## config.mk

```make
export PLATFORM = sky130hd
export DESIGN_NAME = dgf_alu
export DESIGN_NICKNAME = d
export VERILOG_FILES = /design/src/dgf_pkg.sv /design/src/dgf_alu.sv
export SDC_FILE = /design/constraint.sdc
export NUM_CORES = 2
export LEC_CHECK = 0
export BUFFER_PORTS_ARGS = -buffer_cell sky130_fd_sc_hd__clkbuf_2
export CELL_PAD_IN_SITES_DETAIL_PLACEMENT = 1
export CELL_PAD_IN_SITES_GLOBAL_PLACEMENT = 1
export CORE_MARGIN = 4
export CORE_UTILIZATION = 35
export CTS_BUF_LIST = sky130_fd_sc_hd__clkbuf_4
export CTS_CLUSTER_SIZE = 25
export DETAILED_ROUTE_END_ITERATION = 8
export PLACE_DENSITY = 0.68
export SLEW_MARGIN = 40
export SYNTH_ARGS = -nofsm -noshare
export SYNTH_HDL_FRONTEND = slang
export SYNTH_SLANG_ARGS = --single-unit
export TNS_END_PERCENT = 50
```

## constraint.sdc

```tcl
create_clock -name clk -period 21.3 [get_ports clk]
set_clock_uncertainty 0.05 [all_clocks]
set_input_delay 4.26 -clock clk [delete_from_list [all_inputs] [get_ports clk]]
set_output_delay 4.26 -clock clk [all_outputs]
set_load 0.05 [all_outputs]
```

## src/dgf_pkg.sv

```systemverilog
`timescale 1ns / 1ps

package dgf_pkg;

  localparam int FRAC_BITS_DEF = 16;
  localparam int REG_COUNT     = 7;
  localparam int ADDR_W        = 3;
  localparam int CFG_W         = 32;
  localparam int ANGLE_W       = 18;
  localparam int CUT_W         = 31;
  localparam int SUM_W         = 48;

  localparam logic [ADDR_W-1:0] REG_BURGERS_RE = 3'd0;
  localparam logic [ADDR_W-1:0] REG_BURGERS_IM = 3'd1;
  localparam logic [ADDR_W-1:0] REG_TARGET_X   = 3'd2;
  localparam logic [ADDR_W-1:0] REG_TARGET_Y   = 3'd3;
  localparam logic [ADDR_W-1:0] REG_CUTOFF     = 3'd4;
  localparam logic [ADDR_W-1:0] REG_COS_TWO    = 3'd5;
  localparam logic [ADDR_W-1:0] REG_SIN_TWO    = 3'd6;

  // glide constant 0.07/(8*pi*(1-0.09)) in Q0.32
  localparam logic signed [63:0] GLIDE_K = 64'sd13145486;
  localparam logic signed [63:0] INT_LIM = 64'sd2305843009213693951;
  localparam logic signed [SUM_W-1:0] SUM_LIM = 48'sd140737488355327;

  typedef enum logic [1:0] {
    ALU_MUL,
    ALU_DIV
  } alu_op_t;

  typedef enum logic [1:0] {
    A_IDLE,
    A_MUL,
    A_DIV,
    A_FIN
  } alu_state_t;

  typedef struct packed {
    logic        start;
    alu_op_t     op;
    logic        neg;
    logic [5:0]  k;
    logic [63:0] a;
    logic [63:0] b;
  } alu_req_t;

  typedef struct packed {
    logic               done;
    logic signed [63:0] result;
  } alu_rsp_t;

  typedef enum logic [5:0] {
    ST_IDLE, ST_CHK,
    ST_DSQX, ST_DSQY, ST_CSQ,
    ST_NSQX, ST_NSQY, ST_NXY,
    ST_WX, ST_WY, ST_EX, ST_EY,
    ST_FBR, ST_FBI, ST_R1, ST_R2,
    ST_G1, ST_G2, ST_G3, ST_G4,
    ST_FGR, ST_FGI,
    ST_P1, ST_P2, ST_P3, ST_P4,
    ST_ACC,
    ST_K1, ST_K2, ST_FX, ST_FY,
    ST_EMIT
  } seq_state_t;

  function automatic logic [63:0] mag64(input logic signed [63:0] v);
    mag64 = v[63] ? 64'(-v) : 64'(v);
  endfunction

  function automatic logic signed [63:0] clamp_int(input logic signed [65:0] v);
    if (v > 66'(INT_LIM)) begin
      clamp_int = INT_LIM;
    end else if (v < -66'(INT_LIM)) begin
      clamp_int = -INT_LIM;
    end else begin
      clamp_int = 64'(v);
    end
  endfunction

  function automatic logic signed [31:0] sat32(input logic signed [63:0] v);
    if (v > 64'sd2147483647) begin
      sat32 = 32'sh7fffffff;
    end else if (v < -64'sd2147483648) begin
      sat32 = 32'sh80000000;
    end else begin
      sat32 = 32'(v);
    end
  endfunction

  function automatic logic signed [SUM_W-1:0] sum_add(input logic signed [SUM_W-1:0] acc,
                                                      input logic signed [63:0] v);
    logic signed [65:0] s;
    s = 66'(acc) + 66'(v);
    if (s > 66'(SUM_LIM)) begin
      sum_add = SUM_LIM;
    end else if (s < -66'(SUM_LIM)) begin
      sum_add = -SUM_LIM;
    end else begin
      sum_add = SUM_W'(s);
    end
  endfunction

  function automatic alu_req_t mul_req(input logic signed [63:0] a,
                                       input logic signed [63:0] b,
                                       input logic [5:0] k);
    alu_req_t r;
    r.start = 1'b0;
    r.op    = ALU_MUL;
    r.neg   = a[63] ^ b[63];
    r.k     = k;
    r.a     = mag64(a);
    r.b     = mag64(b);
    mul_req = r;
  endfunction

  function automatic alu_req_t div_req(input logic [63:0] num, input logic [5:0] k,
                                       input logic [63:0] den, input logic neg);
    alu_req_t r;
    r.start = 1'b0;
    r.op    = ALU_DIV;
    r.neg   = neg;
    r.k     = k;
    r.a     = num;
    r.b     = den;
    div_req = r;
  endfunction

endpackage

```

## src/dgf_alu.sv

```systemverilog
`timescale 1ns / 1ps

module dgf_alu #(
  parameter int FRAC_BITS = dgf_pkg::FRAC_BITS_DEF
) (
  input  logic              clk,
  input  logic              rst_n,
  input  dgf_pkg::alu_req_t req,
  output dgf_pkg::alu_rsp_t rsp
);

  localparam int NW  = 64 + 2 * FRAC_BITS;
  localparam int CW  = $clog2(NW + 1);

  dgf_pkg::alu_state_t st_r, st_nxt;
  dgf_pkg::alu_op_t    op_r;
  logic [127:0]        acc_r;
  logic [127:0]        ash_r;
  logic [63:0]         b_r;
  logic [5:0]          k_r;
  logic                neg_r;
  logic [NW-1:0]       num_r;
  logic [NW-1:0]       q_r;
  logic [63:0]         rem_r;
  logic [63:0]         den_r;
  logic [CW-1:0]       cnt_r;
  logic                done_r;
  logic signed [63:0]  res_r;

  logic [64:0]         trial;
  logic                qbit;
  logic [127:0]        rnd;
  logic [63:0]         mag;

  assign trial = {rem_r, num_r[NW-1]};
  assign qbit  = (trial >= {1'b0, den_r});

  always_comb begin
    rnd = (acc_r + ((128'(1) << k_r) >> 1)) >> k_r;
    if (op_r == dgf_pkg::ALU_DIV) begin
      mag = (q_r > NW'(dgf_pkg::INT_LIM)) ? 64'(dgf_pkg::INT_LIM) : q_r[63:0];
    end else if (k_r == 6'd0) begin
      mag = acc_r[63:0];
    end else begin
      mag = (rnd > 128'(dgf_pkg::INT_LIM)) ? 64'(dgf_pkg::INT_LIM) : rnd[63:0];
    end
  end

  always_comb begin
    st_nxt = st_r;
    unique case (st_r)
      dgf_pkg::A_IDLE: begin
        if (req.start) begin
          st_nxt = (req.op == dgf_pkg::ALU_DIV) ? dgf_pkg::A_DIV : dgf_pkg::A_MUL;
        end
      end
      dgf_pkg::A_MUL: begin
        if (b_r == 64'd0) begin
          st_nxt = dgf_pkg::A_FIN;
        end
      end
      dgf_pkg::A_DIV: begin
        if (cnt_r == CW'(1)) begin
          st_nxt = dgf_pkg::A_FIN;
        end
      end
      dgf_pkg::A_FIN: st_nxt = dgf_pkg::A_IDLE;
      default: st_nxt = dgf_pkg::A_IDLE;
    endcase
  end

  always_ff @(posedge clk) begin
    if (!rst_n) begin
      st_r   <= dgf_pkg::A_IDLE;
      done_r <= 1'b0;
    end else begin
      st_r   <= st_nxt;
      done_r <= (st_r == dgf_pkg::A_FIN);
    end
  end

  always_ff @(posedge clk) begin
    unique case (st_r)
      dgf_pkg::A_IDLE: begin
        if (req.start) begin
          op_r  <= req.op;
          k_r   <= req.k;
          neg_r <= req.neg;
          acc_r <= '0;
          ash_r <= {64'd0, req.a};
          b_r   <= req.b;
          den_r <= req.b;
          num_r <= NW'(req.a) << req.k;
          rem_r <= '0;
          q_r   <= '0;
          cnt_r <= CW'(NW);
        end
      end
      dgf_pkg::A_MUL: begin
        if (b_r[0]) begin
          acc_r <= acc_r + ash_r;
        end
        ash_r <= ash_r << 1;
        b_r   <= b_r >> 1;
      end
      dgf_pkg::A_DIV: begin
        // restoring step, one quotient bit per cycle
        rem_r <= qbit ? 64'(trial - {1'b0, den_r}) : trial[63:0];
        q_r   <= {q_r[NW-2:0], qbit};
        num_r <= num_r << 1;
        cnt_r <= cnt_r - CW'(1);
      end
      dgf_pkg::A_FIN: begin
        res_r <= neg_r ? -$signed(mag) : $signed(mag);
      end
      default: begin
      end
    endcase
  end

  assign rsp.done   = done_r;
  assign rsp.result = res_r;

endmodule

```

Word-level counts from Yosys, hierarchy flattened
Cells that the tools add are included.
{ "totals": {"ff_bits": 723, "latchBits": 0, "mem_bits_rw": 0, "mem_bits_ro": 0, "input_bits": 140, "output_inout_bits": 65, "n_memories": 0} }
{ "op_classes": {"n_addsub": 5, "mul": 0, "div_mod_pow": 0, "order_cmp": 3, "eq_ne": 10, "shift": 3, "n_mux": 26, "bitwise_logic": 0, "n_reduce_logical": 10} }
{ "op_table": {"columns": ["cell", "count"], "rows": [
  ["two-way mux 64 bit", 8],
  ["one-hot mux 128 bit (2 select lines)", 2],
  ["two-way mux 128 bit", 3],
  ["one-hot mux 96 bit (2 select lines)", 2],
  ["one-hot mux 64 bit (2 select lines)", 2],
  ["two-way mux 96 bit", 2],
  ["adder 128 x 127 -> 128 bit", 1],
  ["adder 128 bit", 1],
  ["greater-than comparator 128 x 61 -> 1 bit (second input constant)", 1],
  ["<< shifter 1 x 6 -> 128 bit (first input constant)", 1],
  [">> shifter 128 x 6 -> 128 bit", 1],
  ["greater-than comparator 96 x 61 -> 1 bit (second input constant)", 1],
  ["<< shifter 64 x 6 -> 96 bit", 1],
  [">= comparator 65 x 64 -> 1 bit", 1],
  ["logical NOT 64 bit", 1],
  ["negation 64 bit", 1],
  ["subtractor 64 bit", 1],
  ["one-hot mux 7 bit (2 select lines)", 1],
  ["two-way mux 2 bit", 4],
  ["!= test 2 bit (second input constant)", 4],
  ["one-hot mux 2 bit (4 select lines)", 1],
  ["== test 7 x 1 -> 1 bit (second input constant)", 1],
  ["two-way mux 7 bit", 1],
  ["subtractor 7 x 1 -> 7 bit (second input constant)", 1],
  ["other kinds (7)", 14]
]} }

Logic depth before layout (Yosys ltp)
{ "logic_depth": {"word_depth": 9, "mapped_depth": 43, "depth_no_buf": 33} }

Worst setup path before layout
OpenSTA, ideal clock, no wires.
{ "synth_timing": {"kind": "register to register", "startpoint": "reg st_r[0]", "endpoint": "reg cnt_r[0] (enable)", "t_arrival_ns": 19.548, "required_time_ns": 19.998, "slack_ns": 0.450, "path_stages_with_launch": 7, "n_path_buf": 2, "path_cell_list": "dfxtp_1 > inv_1 > ha_1 > clkbuf_1 > clkinv_1 > clkbuf_1 > o21ai_0"} }
{ "synth_via": {"elab_chain_cells": 3} }
{ "synth_rtl": {"columns": ["element", "line", "text"], "rows": [
  ["start, declared", "dgf_alu.sv:15", "dgf_pkg::alu_state_t st_r, st_nxt;"],
  ["start signal, assigned", "dgf_alu.sv:74", "st_r <= dgf_pkg::A_IDLE;"],
  ["start signal, assigned", "dgf_alu.sv:77", "st_r <= st_nxt;"],
  ["== test 2 bit or logical NOT 2 bit (tied branches)", "dgf_alu.sv:83", "unique case (st_r)"],
  ["nonzero test 2 bit (no line) or != test 2 bit (tied branches)", null, null],
  ["AND reduction 2 bit (no line) *", null, null],
  ["end signal, assigned", "dgf_alu.sv:96", "cnt_r <= CW'(NW);"],
  ["end signal, assigned", "dgf_alu.sv:111", "cnt_r <= cnt_r - CW'(1);"],
  ["end, declared", "dgf_alu.sv:26", "logic [CW-1:0] cnt_r;"]
]} }
Mark *: on every way between the ends. The rest lies on a longest branch, timed or not.
A chain may end at the register's enable or synchronous reset.

Final worst setup path
{ "layout_timing": {"startpoint": "reg k_r[0]", "endpoint": "reg res_r[56], data pin"} }
{ "layout_via": {"elab_chain_cells": 9} }
{ "layout_rtl": {"columns": ["element", "line", "text"], "rows": [
  ["start, declared", "dgf_alu.sv:20", "logic [5:0] k_r;"],
  ["start signal, assigned", "dgf_alu.sv:87", "k_r <= req.k;"],
  ["<< shifter 1 x 6 -> 128 bit", "dgf_alu.sv:39", "rnd = (acc_r + ((128'(1) << k_r) >> 1)) >> k_r;"],
  ["adder 128 x 127 -> 128 bit", "dgf_alu.sv:39", null],
  [">> shifter 128 x 6 -> 128 bit", "dgf_alu.sv:39", null],
  ["greater-than comparator 128 x 61 -> 1 bit", "dgf_alu.sv:45", "mag = (rnd > 128'(dgf_pkg::INT_LIM)) ? 64'(dgf_pkg::INT_LIM) : rnd[63:0];"],
  ["two-way mux 64 bit", "dgf_alu.sv:45", null],
  ["two-way mux 64 bit *", "dgf_alu.sv:42", "end else if (k_r == 6'd0) begin"],
  ["two-way mux 64 bit *", "dgf_alu.sv:40", "if (op_r == dgf_pkg::ALU_DIV) begin"],
  ["negation 64 bit", "dgf_alu.sv:114", "res_r <= neg_r ? -$signed(mag) : $signed(mag);"],
  ["two-way mux 64 bit *", "dgf_alu.sv:114", null],
  ["end signal, assigned", "dgf_alu.sv:114", null],
  ["end, declared", "dgf_alu.sv:28", "logic signed [63:0] res_r;"]
]} }
Marks and branches as above.

==> impl_results.md <==
* Status: finished, final reports clean
* Most common cell after layout, fill and taps aside: edfxtp_1
* DR pass1 iterations at 6
* CP top delay family: simple AND/OR/NAND/NOR gates
* Row count at 158
* Synth cell types at 132
* Vias in the first global route at 62,725
* RSZ-0062 raised after global routing: no
* TritonCTS clock tree: done
* FILL cells at 21,666
* Highest-count cells in the layout ignoring fill and taps: edfxtp_1, nand2_1, nor2_1, a21oi_1, o21ai_0
* Slew margin rel. at 34.1%
* Routed WL per cell at 30.3 µm
* Sequential share of the synthesized area at 33.3%
* Highest clock rate at 0.0810 GHz
* Layout cell share with drive strength beyond 1 at 15.0%
* Global-route wire length before repair at 440,000 µm
* Post-layout min period at 12.34 ns
* TritonCTS Buffers at 202
* Root buffer cell: clkbuf_4
* Crit path largest cell delay at 0.76 ns
* Synth async-reset ratio at 0%
* Critical path arrival at 13.29 ns
* Maximum number of pins on one net before global-route repair at 119
* Slew @ Worst Pin at 0.981 ns
* Leading area contributor after synthesis: edfxtp_1
* Worst path required time at 22.25 ns
* Max_cap viols at 0
* Chip width at 439 µm
* Fin area at 71,400 µm²
* Seq cells post-synth at 723
* Starting Density at 35.2%
* DR vias/cell at 6.37
* Critical path launch point type: flip-flop
* Finish-stage setup viols at 0
* Area of the core at 185,000 µm²
* CTS sink cnt at 723
* EDFF count, synth at 720
* Initial antenna violation count at 41
* Clock Path Buffers at 3
* DRC at 0
* Layout overhead on the synthesized area at 9.62%
* ANT nets after route at 0
* Post-CTS Repair Setup Buffers at 0
* Critical path class: flip-flop to flip-flop
* Clock Latency Late Sink at 1.29 ns
* Mean Syn Cell Area at 8.86 µm²
* Post-Syn Area at 65,200 µm²
* Hold Path Class: flip-flop to flip-flop
* Leakage power at 26.8 nW
* Gpl congestion at 1.03
* Worst-path clk slew at 0.08 ns
* Vias at 64,253
* H-tree depth at 4
* Hold_buf cts at 0
* Final Util at 38.6%
* Power density over the cells at 156 nW/µm²
* Top cell type's share of synthesized area at 33.2%
* Ys flop type: edfxtp_1
* Buffers plus inverters on the worst setup path at 3
* Synth top area cells: edfxtp_1, ha_1, nand2_1
* Highest-delay cell along the critical path: buf_4
* Die area at 193,000 µm²
* Total track usage at 30.5%
* Synth Instances at 7,353
* Maximum vdd drop at 0.101 mV
* Placement-stage cell area at 68,700 µm²
* Tcrit/Tclk final at 57.9%
* Iter 0 DRT Violations at 7,374
* Hold WS at 0.385 ns
* Buffers added on ports at 204
* Setup TNS at 0 ns
* Final slew viol count at 0
* Final Hold Fails at 0
* WL final at 306,000 µm
* # resized after CTS at 0
* # IOs at 205
* Post-DP HPWL at 241,000 µm
* CP endpoint kind: flip-flop
* Gr ovfl total at 0
* Post-synth net total at 7,757
* Synth Warn # at 0
* Die H at 439 µm
* Tot Pwr at 0.0111 W
* Nets at 7,832
* Worst Path Max Fanout at 68
==> registers in the layout, summed over array words and instances, names as in the netlist <==
name    count
num_r      96
den_r      64
cnt_r       7
done_r      1
rem_r      64
neg_r       1
st_r        2
acc_r     128
q_r        96
b_r        64
k_r         6
ash_r     128
res_r      64
op_r        2
==> where the power goes <==
group          switching, W  internal, W
combinational       0.00432      0.00230
clock              0.000695     0.000646
sequential         0.000749      0.00243
total               0.00576      0.00538
==> worst register-to-register path, delay by kind of cell (launching register included) <==
family | cells | cell delay [ns]
xor gates and xnor gates | 2 | 0.45
and+or+nand+nor | 16 | 5.58
buffers and inverters | 3 | 1.68
adders and majority gates | 2 | 0.75
DFF | 1 | 0.40
muxes | 1 | 0.37
AOI/OAI and AO/OA | 7 | 2.77
==> path summary, 6_finish.rpt <==
path	startpoint	to	slack (ns)	depth (start not counted)
worst max-delay path	k_r[0]	res_r[56]	8.96	31
worst min-delay path	num_r[64]	num_r[65]	0.38	2
worst max register to register	k_r[0]	res_r[56]	8.96	31
worst min register to register	num_r[64]	num_r[65]	0.38	2
==> cells in the mapped netlist, drive strengths merged, types with 24 or more instances <==
cell type / number
edfxtp: 720
nand2: 706
nor2: 705
a21oi: 504
o21ai: 496
clkbuf: 317
ha: 261
mux2i: 242
and2: 238
nor3: 218
inv: 207
mux2: 188
a21o: 181
nand3: 171
xnor2: 168
nand4: 142
buf: 135
xor2: 129
a211oi: 114
mux4: 102
a31oi: 100
o21a: 86
nor4: 78
o211ai: 75
o22ai: 73
and3: 70
o31ai: 67
o21bai: 63
or3: 60
nand2b: 53
o22a: 46
nor2b: 45
a311oi: 36
or2: 36
or4: 33
a221oi: 32
a2111oi: 31
a22oi: 28
a21boi: 25
a221o: 25
a211o: 24
o221ai: 24
==> logic make-up after synthesis <==
group | share of synthesized area [%]
buffers and inverters | 4.01
adder cells (fa/ha/maj) | 5.12
flip-flops | 33.3
multiplexers | 10.5
AND/OR/NAND/NOR | 19.6
XOR/XNOR | 4.00
AO/OA/AOI/OAI | 23.5
==> cell type report <==
| class | instances | area [µm²] | share of cell area, % |
|---|---|---|---|
| antenna | 21 | 52.6 | 0.0736 |
| clock buffer | 294 | 2210 | 3.09 |
| clock inverter | 71 | 403 | 0.564 |
| inverter | 212 | 811 | 1.14 |
| multi-input combinational | 5966 | 41100 | 57.6 |
| sequential | 723 | 21700 | 30.4 |
| tap | 2480 | 3100 | 4.34 |
| timing repair buffer | 323 | 2030 | 2.84 |
==> per-layer routing <==
metal,up-vias,global-route usage [%],routed length [µm]
met5,-,0,198
met4,24,11.5,12700
met3,629,6.39,26500
met2,2951,45.7,132000
met1,32302,43.1,135000
li1,28347,-,-
==> metrics by stage <==
stage                     setup WS [ns]  cells
after floorplan                   0.450   7353
after global placement             9.15   9702
after detailed placement           9.26   9704
after CTS                          9.20  10069
after global routing               8.54  10078
final                              8.96  10090
No activity file was read; power rests on OpenSTA's default activity.
